==> src/rtl/core/csm_pkg.sv <==
// ----------------------------------------------------------------------------
// csm_pkg
// Shared types, constants and fixed-point helpers of the CSR matrix engine.
// ----------------------------------------------------------------------------
package csm_pkg;

  localparam int unsigned CSM_MAX_DIM = 1024;
  localparam int unsigned CSM_MAX_NZ  = 8192;

  localparam int unsigned FUNC_W = 3;
  localparam int unsigned ROW_W  = 11;
  localparam int unsigned COL_W  = 10;
  localparam int unsigned SLOT_W = 14;
  localparam int unsigned VAL_W  = 32;
  localparam int unsigned CFG_W  = 11;
  localparam int unsigned CFG_AW = 1;

  localparam logic [CFG_AW-1:0] CFG_NUM_ROWS = 1'b0;
  localparam logic [CFG_AW-1:0] CFG_NUM_COLS = 1'b1;

  typedef enum logic [FUNC_W-1:0] {
    FN_ROW_START = 3'd0,
    FN_NONZERO   = 3'd1,
    FN_VECTOR    = 3'd2,
    FN_ADD       = 3'd3,
    FN_CLEAR     = 3'd4,
    FN_MATVEC    = 3'd5,
    FN_MATVEC_T  = 3'd6,
    FN_READ      = 3'd7
  } func_e;

  typedef enum logic [4:0] {
    OP_NONE,
    OP_CAPTURE,
    OP_LD_RS,
    OP_LD_NZ,
    OP_LD_VEC,
    OP_RD_PROD,
    OP_RS_ROW,
    OP_RS_ROW1,
    OP_RS_HI,
    OP_SEARCH_RD,
    OP_SEARCH_CMP,
    OP_RS_ROWS,
    OP_CLR_HI,
    OP_CLR_VAL,
    OP_RS_I,
    OP_RS_I1,
    OP_ROW_HI,
    OP_NZ_RD,
    OP_VEC_RD,
    OP_MUL_X,
    OP_ACC,
    OP_ROW_END,
    OP_ACLR,
    OP_I_ZERO,
    OP_I_INC,
    OP_T_COL,
    OP_T_ACC,
    OP_F_RD,
    OP_F_WR,
    OP_FIN,
    OP_FIN_RD
  } dp_op_e;

  typedef struct packed {
    logic add_ok;
    logic j_lt_hi;
    logic i_lt_rows;
    logic i_lt_cols;
    logic col_hit;
    logic col_lt_cols;
  } dp_status_t;

  function automatic logic signed [63:0] sat_add64(logic signed [63:0] a,
                                                   logic signed [63:0] b);
    logic signed [63:0] s;
    s = a + b;
    if ((a[63] == b[63]) && (s[63] != a[63])) begin
      s = a[63] ? {1'b1, 63'd0} : {1'b0, {63{1'b1}}};
    end
    return s;
  endfunction

  function automatic logic signed [31:0] narrow_q16(logic signed [63:0] x);
    logic signed [47:0] q;
    logic signed [31:0] r;
    q = 48'(x >>> 16);
    if (q > 48'sh0000_7FFF_FFFF) begin
      r = 32'sh7FFF_FFFF;
    end else if (q < -48'sh0000_8000_0000) begin
      r = 32'sh8000_0000;
    end else begin
      r = q[31:0];
    end
    return r;
  endfunction

  function automatic logic signed [31:0] sat_add32(logic signed [31:0] a,
                                                   logic signed [31:0] b);
    logic signed [32:0] s;
    logic signed [31:0] r;
    s = {a[31], a} + {b[31], b};
    if (s[32] != s[31]) begin
      r = s[32] ? 32'sh8000_0000 : 32'sh7FFF_FFFF;
    end else begin
      r = s[31:0];
    end
    return r;
  endfunction

endpackage

==> src/rtl/core/csm_ctrl.sv <==
// ----------------------------------------------------------------------------
// csm_ctrl
// Sequencer of the CSR engine: decodes items and steps the datapath.
// ----------------------------------------------------------------------------
module csm_ctrl (
  input  logic                clk_i,
  input  logic                rst_ni,
  input  logic                in_valid_i,
  output logic                in_ready_o,
  input  csm_pkg::func_e      in_func_i,
  output logic                out_valid_o,
  input  logic                out_ready_i,
  input  csm_pkg::dp_status_t status_i,
  output csm_pkg::dp_op_e     op_o
);
  import csm_pkg::*;

  typedef enum logic [4:0] {
    S_IDLE, S_LD_RS, S_LD_NZ, S_LD_VEC, S_RD, S_FIN, S_FIN_RD,
    S_ADD_P0, S_ADD_P1, S_ADD_P2, S_ADD_LOOP, S_ADD_CMP,
    S_CLR_P0, S_CLR_P1, S_CLR_LOOP,
    S_MX_R0, S_MX_R1, S_MX_R2, S_MX_NZ, S_MX_VEC, S_MX_MUL, S_MX_ACC, S_MX_END,
    S_TX_ACLR, S_TX_R0, S_TX_R1, S_TX_R2, S_TX_NZ, S_TX_COL, S_TX_ACC,
    S_TX_F0, S_TX_F1
  } state_e;

  state_e state_q, state_d;
  logic   out_valid_q;
  logic   slot_free;

  assign slot_free   = !out_valid_q || out_ready_i;
  assign in_ready_o  = state_q == S_IDLE;
  assign out_valid_o = out_valid_q;

  always_comb begin
    state_d = state_q;
    op_o    = OP_NONE;
    case (state_q)
      S_IDLE: begin
        if (in_valid_i) begin
          op_o = OP_CAPTURE;
          case (in_func_i)
            FN_ROW_START: state_d = S_LD_RS;
            FN_NONZERO:   state_d = S_LD_NZ;
            FN_VECTOR:    state_d = S_LD_VEC;
            FN_ADD:       state_d = S_ADD_P0;
            FN_CLEAR:     state_d = S_CLR_P0;
            FN_MATVEC:    state_d = S_MX_R0;
            FN_MATVEC_T:  state_d = S_TX_ACLR;
            FN_READ:      state_d = S_RD;
            default:      state_d = S_FIN;
          endcase
        end
      end
      S_LD_RS: begin
        op_o = OP_LD_RS;
        state_d = S_FIN;
      end
      S_LD_NZ: begin
        op_o = OP_LD_NZ;
        state_d = S_FIN;
      end
      S_LD_VEC: begin
        op_o = OP_LD_VEC;
        state_d = S_FIN;
      end
      S_RD: begin
        op_o = OP_RD_PROD;
        state_d = S_FIN_RD;
      end
      S_FIN: begin
        if (slot_free) begin
          op_o = OP_FIN;
          state_d = S_IDLE;
        end
      end
      S_FIN_RD: begin
        if (slot_free) begin
          op_o = OP_FIN_RD;
          state_d = S_IDLE;
        end
      end
      S_ADD_P0: begin
        op_o = OP_RS_ROW;
        state_d = status_i.add_ok ? S_ADD_P1 : S_FIN;
      end
      S_ADD_P1: begin
        op_o = OP_RS_ROW1;
        state_d = S_ADD_P2;
      end
      S_ADD_P2: begin
        op_o = OP_RS_HI;
        state_d = S_ADD_LOOP;
      end
      S_ADD_LOOP: begin
        if (status_i.j_lt_hi) begin
          op_o = OP_SEARCH_RD;
          state_d = S_ADD_CMP;
        end else begin
          state_d = S_FIN;
        end
      end
      S_ADD_CMP: begin
        op_o = OP_SEARCH_CMP;
        state_d = status_i.col_hit ? S_FIN : S_ADD_LOOP;
      end
      S_CLR_P0: begin
        op_o = OP_RS_ROWS;
        state_d = S_CLR_P1;
      end
      S_CLR_P1: begin
        op_o = OP_CLR_HI;
        state_d = S_CLR_LOOP;
      end
      S_CLR_LOOP: begin
        if (status_i.j_lt_hi) begin
          op_o = OP_CLR_VAL;
        end else begin
          state_d = S_FIN;
        end
      end
      S_MX_R0: begin
        if (status_i.i_lt_rows) begin
          op_o = OP_RS_I;
          state_d = S_MX_R1;
        end else begin
          state_d = S_FIN;
        end
      end
      S_MX_R1: begin
        op_o = OP_RS_I1;
        state_d = S_MX_R2;
      end
      S_MX_R2: begin
        op_o = OP_ROW_HI;
        state_d = S_MX_NZ;
      end
      S_MX_NZ: begin
        if (status_i.j_lt_hi) begin
          op_o = OP_NZ_RD;
          state_d = S_MX_VEC;
        end else begin
          state_d = S_MX_END;
        end
      end
      S_MX_VEC: begin
        op_o = OP_VEC_RD;
        state_d = S_MX_MUL;
      end
      S_MX_MUL: begin
        op_o = OP_MUL_X;
        state_d = S_MX_ACC;
      end
      S_MX_ACC: begin
        op_o = OP_ACC;
        state_d = S_MX_NZ;
      end
      S_MX_END: begin
        op_o = OP_ROW_END;
        state_d = S_MX_R0;
      end
      S_TX_ACLR: begin
        if (status_i.i_lt_cols) begin
          op_o = OP_ACLR;
        end else begin
          op_o = OP_I_ZERO;
          state_d = S_TX_R0;
        end
      end
      S_TX_R0: begin
        if (status_i.i_lt_rows) begin
          op_o = OP_RS_I;
          state_d = S_TX_R1;
        end else begin
          op_o = OP_I_ZERO;
          state_d = S_TX_F0;
        end
      end
      S_TX_R1: begin
        op_o = OP_RS_I1;
        state_d = S_TX_R2;
      end
      S_TX_R2: begin
        op_o = OP_ROW_HI;
        state_d = S_TX_NZ;
      end
      S_TX_NZ: begin
        if (status_i.j_lt_hi) begin
          op_o = OP_NZ_RD;
          state_d = S_TX_COL;
        end else begin
          op_o = OP_I_INC;
          state_d = S_TX_R0;
        end
      end
      S_TX_COL: begin
        op_o = OP_T_COL;
        state_d = status_i.col_lt_cols ? S_TX_ACC : S_TX_NZ;
      end
      S_TX_ACC: begin
        op_o = OP_T_ACC;
        state_d = S_TX_NZ;
      end
      S_TX_F0: begin
        if (status_i.i_lt_cols) begin
          op_o = OP_F_RD;
          state_d = S_TX_F1;
        end else begin
          state_d = S_FIN;
        end
      end
      S_TX_F1: begin
        op_o = OP_F_WR;
        state_d = S_TX_F0;
      end
      default: begin
        state_d = S_IDLE;
      end
    endcase
  end

  always_ff @(posedge clk_i or negedge rst_ni) begin
    if (!rst_ni) begin
      state_q     <= S_IDLE;
      out_valid_q <= 1'b0;
    end else begin
      state_q <= state_d;
      if (op_o == OP_FIN || op_o == OP_FIN_RD) begin
        out_valid_q <= 1'b1;
      end else if (out_ready_i) begin
        out_valid_q <= 1'b0;
      end
    end
  end

endmodule

==> config.mk <==
export PLATFORM = sky130hd
export DESIGN_NAME = csm_ctrl
export DESIGN_NICKNAME = d
export VERILOG_FILES = /design/src/rtl/core/csm_pkg.sv /design/src/rtl/core/csm_ctrl.sv
export SDC_FILE = /design/constraint.sdc
export NUM_CORES = 1
export LEC_CHECK = 0
export ABC_AREA = 0
export BUFFER_PORTS_ARGS = -buffer_cell sky130_fd_sc_hd__buf_2
export CAP_MARGIN = 40
export CORE_AREA = 2 2 50 98
export CTS_BUF_LIST = sky130_fd_sc_hd__clkbuf_4 sky130_fd_sc_hd__clkbuf_8 sky130_fd_sc_hd__clkbuf_16
export DETAILED_ROUTE_END_ITERATION = 7
export DIE_AREA = 0 0 52 100
export GPL_TIMING_DRIVEN = 0
export PLACE_DENSITY_LB_ADDON = 0.1
export SLEW_MARGIN = 20
export SYNTH_ARGS = -nofsm -noshare
export SYNTH_HDL_FRONTEND = slang
export SYNTH_SLANG_ARGS = --single-unit
==> constraint.sdc <==
create_clock -name clk_i -period 4.7 [get_ports clk_i]
set_clock_uncertainty 0.15 [all_clocks]
set_input_delay 0.94 -clock clk_i [delete_from_list [all_inputs] [get_ports clk_i]]
set_output_delay 0.94 -clock clk_i [all_outputs]
set_load 0.01 [all_outputs]
==> implementation parameters, run 1 <==
Parameter                              Value

Layout
  Core utilization of the finished layout    between 30% and 40%
  Filler cell count in the final layout    roughly 510
  Area growth, synth to finish    15.7%
  Commonest non-fill, non-tap cell in the layout    sky130_fd_sc_hd__buf_2
  Antenna fix cells    0
  Commonest non-fill, non-tap cells in the layout    sky130_fd_sc_hd__buf_2, sky130_fd_sc_hd__a21oi_1, sky130_fd_sc_hd__nand2_1
  Design Area, Final    0.00147 mm²
  Net count reported at finish    around 220
  Layout cell share with drive strength beyond 1    21.6%

Critical path
  Reg2Reg Capture Point    state_q[3]
  Worst r2r src    state_q[0]
  Worst setup SP type    input port
  Register-to-register setup slack    around 2.6 ns
  Number of cells on the worst reg-to-reg path    6
  Biggest fanout along the worst timing path    6
  Crit path kind    input port to output port
  Worst Setup End Kind    output port
  Endpoint arrival time on the critical path    between 2 and 2.5 ns
  Worst endpoint required time    about 3.6 ns

Global route
  Maximum number of pins on one net before global-route repair    11
  Total GRT Usage    between 10% and 20%
  Number of global-route vias before repair    between 1500 and 2000
  Antenna violations before repair    0
  Global-route wire length before repair    between 7000 and 8000 µm
  Final global-route overflow total    0

Power and ir drop
  Reg power frac    approximately 8.4%
  Internal power    ~0.50 mW
  Power Dens Cells    slightly below 800 mW/mm²
  Switching power summed over all nets    0.636 mW
  Net Sw Frac    56.0%
  Part of the total power dissipated in combinational logic    a little under nine tenths
  Largest vdd supply drop    around 0.00026 V
  Static Leak    ~0.60 nW
  Proportion of power drawn by the clock network    6.4%

Clock network
  Clock insertion delay at the later pin of the skew report    between 0.2 and 0.25 ns
  Clk slew on worst S/H paths    about 0.03 ns
  Maximum buffer depth of the clock tree    2
  TritonCTS clock tree    built
  Post-CTS Setup Repair Bufs    0
  Total clock sinks    6
  Level count of the clock H-tree    1
  Root Buffer    sky130_fd_sc_hd__clkbuf_8
  CTS buffer count    3
  Hold buffer count at cts    0
  Number of gates resized after CTS    0

Route
  First DRT Iteration DRCs    ~90
  Average vias per placed instance    slightly above 6
  Remaining routing DRC violations    0
  First-pass DRT Iterations    5
  DRT antenna net count    0
  Total via count in the routed design    about 1600
  Routed length per instance    around 18 µm
  Wirelength, routed    between 4000 and 5000 µm

STA
  Final Hold Fails    0
  Transition time of the tightest slew-check pin    approximately 0.62 ns
  Crit path time final    around 3.3 ns
  Count of final max-slew check failures    0
  Share of the clock period used by the worst path    70.7%
  Setup_tns    0 ns
  Max transition margin    between 50% and 60%
  Number of setup violations in the final report    0
  F_max    0.301 GHz
  Setup repair after global routing missed its margin    no

Floorplan
  X dimension of the die    roughly 52 µm
  Total die area    around 0.0052 mm²
  Initial core utilization    between 20% and 30%
  Core Area    between 0.004 and 0.005 mm²
  Height of the die    about 100 µm
  Site row count    35
  I/O pins    20

Status
  Outcome    complete, no violations

Placed design
  Detailed Place HPWL    3640 µm
  RD Place Congestion    about 1
  Total cell area at the placement stage    about 0.0014 mm²
  Port buffer count    18

Yosys
  Post-synth EDFFs    0
  Fraction of the yosys area taken by sequential cells    about an eighth
  Most used flip-flop cell after synthesis    sky130_fd_sc_hd__dfrtp_1
  Number of standard cells after synthesis    between 150 and 200
  Synth Net Count    200
  Number of synthesized register bits    6
  Synth cell types    57
  Post-synth ARST share    100%
  Avg Synthesized Cell Area    roughly 6.9 µm²
  Warnings from Yosys    0
  Cell area after technology mapping    0.00127 mm²

Worst hold path
  Type of the tightest min-delay check    input port to asynchronous set/reset pin

Flow run
  Max-cap violation count    0
routing by layer:
metal	vias to the layer above	track usage [%]	share of wire [%]	routed length [µm]
met1	746	24.3	39	1850
met5	-	0	0	0
met3	13	2.53	7.3	347
met2	91	33.8	51	2430
li1	745	-	-	-
met4	0	5.26	2.5	118
state kept, by name, indices dropped and copies added, names as in the netlist:
signal and flops:
state_q 5, out_valid_o 1
power by group through the flow:
stage / clock, mW / combinational (mW) / sequential, mW
5_1_grt: 0.0788 / 1.06 / 0.100
6_report: 0.0731 / 0.967 / 0.0958
3_5_place_dp: 0 / 0.944 / 0.0961
2_1_floorplan: 0 / 0.686 / 0.0930
4_1_cts: 0.0751 / 0.951 / 0.0954
3_3_place_gp: 0 / 0.974 / 0.0960
logic make-up (layout without fill, tap and decap cells):
logic type	after synthesis	count (layout)	share of synthesized area (%)
compound gates	68	68	37.4
xor+xnor	1	1	0.689
flops	6	6	11.8
simple gates	76	76	34.9
fa+ha+maj	4	4	3.94
buf+inv	28	49	11.2
critical path: stages:
cell	delay, ns
sky130_fd_sc_hd__buf_2	0.10
sky130_fd_sc_hd__nand2b_1	0.27
sky130_fd_sc_hd__a22o_1	0.26
sky130_fd_sc_hd__a221o_1	0.34
sky130_fd_sc_hd__o21a_1	0.20
sky130_fd_sc_hd__buf_2	0.13
worst max path at each step:
stage / startpoint / end / slack [ns] / cells after the start
after floorplan: status_i[4] / op_o[0] / 1.73 / 5
after global placement: out_ready_i / op_o[0] / 1.37 / 6
after detailed placement: out_ready_i / op_o[0] / 1.40 / 6
after CTS: out_ready_i / op_o[0] / 1.39 / 6
after global routing: status_i[3] / op_o[0] / 1.29 / 6
final: out_ready_i / op_o[0] / 1.38 / 6
cell type report:
type | instances | area, µm² | share of cell area [%]
Timing Repair Buffer | 18 | 90.1 | 6.12
Tap cell | 55 | 68.8 | 4.68
Inverter | 9 | 33.8 | 2.30
Multi-Input combinational cell | 149 | 978 | 66.5
Clock buffer | 3 | 41.3 | 2.81
Buffer | 19 | 109 | 7.40
Sequential cell | 6 | 150 | 10.2
synth_stat cells, types with 4 or more instances:
cell                        n  share of area [%]
sky130_fd_sc_hd__o21ai_0    9                3.5
sky130_fd_sc_hd__a21oi_1   14                5.5
sky130_fd_sc_hd__nand4_1    6                3.0
sky130_fd_sc_hd__nor3_1     8                3.1
sky130_fd_sc_hd__a31oi_1    4                2.0
sky130_fd_sc_hd__dfrtp_1    6                 12
sky130_fd_sc_hd__ha_1       4                3.9
sky130_fd_sc_hd__nand2_1   12                3.5
sky130_fd_sc_hd__buf_2      9                3.5
sky130_fd_sc_hd__o211ai_1   4                2.4
sky130_fd_sc_hd__inv_1      6                1.8
sky130_fd_sc_hd__nand2b_1   7                3.4
sky130_fd_sc_hd__nand3_1    5                2.0
sky130_fd_sc_hd__a211oi_1   5                3.0
sky130_fd_sc_hd__nor2b_1    9                4.4
sky130_fd_sc_hd__nor2_1    11                3.2
per-stage QoR:
| stage | total power [mW] | hold WS, ns | cells | setup WS (ns) |
|---|---|---|---|---|
| final | 1.14 | 0.389 | 259 | 1.38 |
| after global routing | 1.24 | 0.395 | 259 | 1.29 |
| after CTS | 1.12 | 0.393 | 259 | 1.39 |
| after detailed placement | 1.04 | 0.551 | 256 | 1.40 |
| after global placement | 1.07 | 0.553 | 256 | 1.37 |
| after floorplan | 0.779 | 0.469 | 183 | 1.73 |
Power figures use the tool's default switching activity.
==> run 2, diff against run 1 <==
- clock period: 4.7 -> 3.1 ns (I/O delays scaled with it)
==> run 2 against run 1 <==
Combinational power rose by 52%. Via count fell by 0.82%. Non-clock buffer count did not move. Worst hold slack got worse by 0.32 ns. Routed wire length fell by 0.13%. Highest routed layer unchanged. Sequential share of layout area did not move. Final area did not move. Setup slack got worse by 1.2 ns. Final cell count did not move. First-iteration DRC count fell by 9.0%. Critical path type is now register to output port.
==> implementation parameters, run 2 (synthesis results as in run 1) <==
Parameter                              Value

Power and ir drop
  Largest vdd supply drop    just under 0.0004 V
  Static Leak    0.604 nW
  Power Dens Cells    approximately 1200 mW/mm²
  Overall power consumption    ~1.7 mW

Global route
  Total GRT Usage    19.4%
  Maximum number of pins on one net before global-route repair    11
  Global-route wire length before repair    7930 µm
  Final global-route overflow total    0
  Antenna violations before repair    0
  Number of global-route vias before repair    1553

Critical path
  Crit path kind    register to output port
  Worst Setup End Kind    output port
  Worst endpoint required time    2.33 ns
  Biggest fanout along the worst timing path    10
  Endpoint arrival time on the critical path    between 2 and 2.5 ns
  Worst setup SP type    register

STA
  F_max    between 0.3 and 0.4 GHz
  Number of setup violations in the final report    0
  Count of final max-slew check failures    0
  Crit path time final    between 2 and 3 ns
  Setup repair after global routing missed its margin    no
  Share of the clock period used by the worst path    between 90% and 100%
  Setup_tns    0 ns
  Max transition margin    between 50% and 60%
  Final Hold Fails    0
  Transition time of the tightest slew-check pin    ~0.67 ns

Placed design
  RD Place Congestion    0.978
  Port buffer count    18
  Detailed Place HPWL    3640 µm

Layout
  Net count reported at finish    223
  Area taken by flip-flops and latches    150 µm²
  Max FFs per register    5
  Register with the highest flop count    state_q
  Layout cell share with drive strength beyond 1    a little over a fifth
  Antenna fix cells    0
  Area growth, synth to finish    15.7%
  Commonest non-fill, non-tap cell in the layout    sky130_fd_sc_hd__buf_2
  Commonest non-fill, non-tap cells in the layout    sky130_fd_sc_hd__buf_2, sky130_fd_sc_hd__a21oi_1, sky130_fd_sc_hd__nand2_1
  Filler cell count in the final layout    a little over 500
  Multi-input combinational cell area    about 980 µm²

Clock network
  Post-CTS Setup Repair Bufs    0
  TritonCTS clock tree    built
  Root Buffer    sky130_fd_sc_hd__clkbuf_8
  Number of gates resized after CTS    0
  Hold buffer count at cts    0
  Level count of the clock H-tree    1
  Clk slew on worst S/H paths    approximately 0.030 ns
  Clock insertion delay at the later pin of the skew report    approximately 0.21 ns
  CTS buffer count    3
  Total clock sinks    6
  Maximum buffer depth of the clock tree    2

Route
  Average vias per placed instance    ~6.1
  Routed length per instance    ~18 µm
  First-pass DRT Iterations    4
  Total via count in the routed design    around 1600
  Remaining routing DRC violations    0
  First DRT Iteration DRCs    between 80 and 90
  DRT antenna net count    0
  Wirelength, routed    about 4700 µm

Floorplan
  Site row count    35
  Initial core utilization    between 20% and 30%
  I/O pins    20
  X dimension of the die    between 50 and 60 µm
  Core Area    ~0.0045 mm²
  Total die area    about 0.0052 mm²
  Height of the die    ~100 µm

Worst hold path
  Type of the tightest min-delay check    input port to asynchronous set/reset pin

Status
  Outcome    complete, no violations

Flow run
  Max-cap violation count    0
[run 2: metal layers]
| metal | up-vias | GRT usage [%] | share of wire (%) |
|---|---|---|---|
| met5 | - | 0 | 0 |
| met4 | 0 | 6.28 | 3.1 |
| met3 | 14 | 2.53 | 8.0 |
| met2 | 103 | 33.5 | 50 |
| met1 | 722 | 24.2 | 39 |
| li1 | 743 | - | - |
[run 2: per-stage QoR]
| step | util, % | worst slack, ns | hold slack [ns] | std cells | area [µm²] |
|---|---|---|---|---|---|
| CTS | 32.6 | 0.239 | 0.0726 | 259 | 1470 |
| finish | 32.6 | 0.185 | 0.0693 | 259 | 1470 |
| global placement | 31.7 | 0.408 | 0.298 | 256 | 1430 |
| floorplan | - | 0.770 | 0.174 | 183 | 1270 |
| global route | 32.6 | 0.0808 | 0.0755 | 259 | 1470 |
| detailed placement | 31.7 | 0.436 | 0.300 | 256 | 1430 |
[run 2: critical path, cell delays in order (launching register included)]
cell and delay, ns:
sky130_fd_sc_hd__dfrtp_1 0.30, sky130_fd_sc_hd__buf_2 0.20, sky130_fd_sc_hd__buf_2 0.26, sky130_fd_sc_hd__buf_2 0.26
sky130_fd_sc_hd__buf_1 0.39, sky130_fd_sc_hd__a211oi_1 0.16, sky130_fd_sc_hd__o21a_1 0.21, sky130_fd_sc_hd__buf_2 0.14
[run 2: area by class of cell]
class,instances,share of cell area [%]
clock buffer,3,2.81
tap,55,4.68
inverter,9,2.30
multi-input combinational,149,66.5
buffer,19,7.40
sequential,6,10.2
timing repair buffer,18,6.12
[run 2: final timing paths]
check                      slack (ns)          end         from  depth (start not counted)
setup / recovery                 0.19      op_o[0]   state_q[4]                          7
hold / removal                   0.07   state_q[3]       rst_ni                          1
setup reg to reg                 0.99   state_q[3]   state_q[0]                          6
hold reg to reg                  0.53  out_valid_o  out_valid_o                          2
max in group asynchronous        2.59   state_q[0]       rst_ni                          1
min in group clk_i               0.53  out_valid_o  out_valid_o                          2
[run 2: power breakdown]
part	internal [mW]	switching [mW]	leakage (nW)
sequential	0.120	0.0255	0.0748
clock	0.0829	0.0279	0.0216
combinational	0.556	0.911	0.508
total	0.758	0.965	0.604
==> run 3, diff against run 2 <==
- MAX_ROUTING_LAYER: default -> met4
==> run 3 against run 2 <==
Highest routed layer unchanged. Maximum frequency rose by 0.20%. Worst hold slack got worse by 0.0037 ns. Global-route usage rose by 0.78 points. Non-clock buffer count did not move. Final cell count did not move. Critical path type unchanged.
==> implementation parameters, run 3 (synthesis results as in run 1) <==
Parameter                              Value

Route
  Remaining routing DRC violations    0
  DRT antenna net count    0
  First-pass DRT Iterations    4
  Routed length per instance    ~19 µm
  Total via count in the routed design    around 1600
  Wirelength, routed    ~4900 µm
  First DRT Iteration DRCs    81
  Average vias per placed instance    ~6.2

Worst hold path
  Type of the tightest min-delay check    input port to asynchronous set/reset pin

Clock network
  Level count of the clock H-tree    1
  Root Buffer    sky130_fd_sc_hd__clkbuf_8
  TritonCTS clock tree    built
  Total clock sinks    6
  Maximum buffer depth of the clock tree    2
  Clk slew on worst S/H paths    about 0.040 ns
  CTS buffer count    3
  Clock insertion delay at the later pin of the skew report    approximately 0.22 ns

Flow run
  Max-cap violation count    0

Power and ir drop
  Part of the total power dissipated in combinational logic    around 85%
  Largest vdd supply drop    0.000299 V
  Proportion of power drawn by the clock network    around 6.5%
  Net Sw Frac    a little under three fifths
  Switching power summed over all nets    roughly 1 mW
  Overall power consumption    1.74 mW
  Internal power    0.760 mW
  Reg power frac    ~8.4%
  Static Leak    just over 0.6 nW
  Power Dens Cells    roughly 1200 mW/mm²

Layout
  Layout cell share with drive strength beyond 1    a little under a quarter
  Net count reported at finish    approximately 220
  Antenna fix cells    0
  Area growth, synth to finish    16.3%
  Commonest non-fill, non-tap cells in the layout    sky130_fd_sc_hd__buf_2, sky130_fd_sc_hd__a21oi_1, sky130_fd_sc_hd__nand2_1
  Commonest non-fill, non-tap cell in the layout    sky130_fd_sc_hd__buf_2
  Max FFs per register    5
  Register with the highest flop count    state_q
  Design Area, Final    approximately 0.0015 mm²

Global route
  Maximum number of pins on one net before global-route repair    11
  Global-route wire length before repair    a little under 8000 µm
  Total GRT Usage    20.2%
  Final global-route overflow total    0
  Number of global-route vias before repair    1554
  Antenna violations before repair    0

STA
  Max transition margin    49.8%
  Crit path time final    roughly 2.9 ns
  Transition time of the tightest slew-check pin    roughly 0.73 ns
  Count of final max-slew check failures    0
  Final WS setup    around 0.19 ns
  Setup repair after global routing missed its margin    no
  Number of setup violations in the final report    0
  Share of the clock period used by the worst path    about 94%
  F_max    0.344 GHz
  Final Hold Fails    0
  Setup_tns    0 ns

Critical path
  Endpoint arrival time on the critical path    2.14 ns
  Cell with the largest stage delay on the worst path    sky130_fd_sc_hd__clkbuf_1
  Biggest fanout along the worst timing path    10
  Worst r2r src    state_q[0]
  Worst setup SP type    register
  Number of cells on the worst reg-to-reg path    6
  Maximum single-stage delay on the critical path    approximately 0.44 ns
  Cells traversed along the worst timing path    buf_2 -> clkbuf_1 -> a32oi_1 -> a211oi_1 -> o21a_1 -> buf_2
  Register-to-register setup slack    0.93 ns
  Reg2Reg Capture Point    state_q[3]
  Worst endpoint required time    around 2.3 ns
  Cell repeated most along the worst path    sky130_fd_sc_hd__buf_2
  Worst Setup End Kind    output port
  Crit path kind    register to output port

Placed design
  Detailed Place HPWL    about 3800 µm
  RD Place Congestion    ~0.98
  Port buffer count    18
  Setup slack after placement    0.381 ns
  Total cell area at the placement stage    0.00143 mm²

Floorplan
  I/O pins    20
  Site row count    35
  Total die area    0.00520 mm²
  X dimension of the die    roughly 52 µm
  Height of the die    100 µm
  Core Area    0.00451 mm²
  Initial core utilization    28.2%

Status
  Outcome    complete, no violations
run 3: cell count changes in the layout (fill, tap and decap cells not counted), sizes merged:
cell	change
clkbuf	+1
buf	-1
run 3: worst max path at each step:
stage	from	end	cells past startpoint	slack (ns)
after floorplan	status_i[4]	op_o[0]	5	0.77
after global placement	status_i[3]	op_o[0]	6	0.30
after detailed placement	status_i[3]	op_o[0]	6	0.38
after CTS	state_q[0]	op_o[0]	7	0.17
after global routing	state_q[3]	op_o[0]	6	0.09
final	state_q[2]	op_o[0]	6	0.19
run 3: final cells by class:
type | count | area (µm²)
Fill cell | 503 | 3030
Multi-Input combinational cell | 149 | 985
Sequential cell | 6 | 150
Buffer | 19 | 110
Timing Repair Buffer | 18 | 90.1
Tap cell | 55 | 68.8
Clock buffer | 3 | 41.3
Inverter | 9 | 33.8
run 3: power by group through the flow:
stage	clock network, mW	registers, mW	logic (mW)
after global placement	0	0.145	1.48
after global routing	0.125	0.150	1.60
final	0.114	0.146	1.48
after floorplan	0	0.141	1.04
after CTS	0.116	0.145	1.44
after detailed placement	0	0.146	1.44
run 3: layer usage:
metal  global-route usage, %  part of all wire, %  vias up  wire, µm
li1                        -                    -      739         -
met1                    23.3                   37      762      1830
met2                    33.9                   51       95      2480
met3                    2.98                  7.6       21       373
met4                    8.50                  4.0        0       197
met5                       -                    0        -         0
run 3: per-stage QoR:
stage	hold slack (ns)	util (%)	instances
6_report	0.0656	32.8	259
5_1_grt	0.0641	32.8	259
4_1_cts	0.0657	32.6	259
3_5_place_dp	0.299	31.7	256
3_3_place_gp	0.297	31.7	256
2_1_floorplan	0.174	-	183
run 3: worst max-delay path, delay by kind of cell (launching register included):
kind	cells	cell delay (ns)
DFF	1	0.43
AOI/OAI and AO/OA	3	0.66
buffers and inverters	3	0.82
run 3: what timing repair did:
action | 4_1_cts | 5_1_grt
hold buffers | 0 | 0
resized for setup | 0 | 2
endpoints found under the setup margin | 0 | 1
buffers inserted | 0 | 0
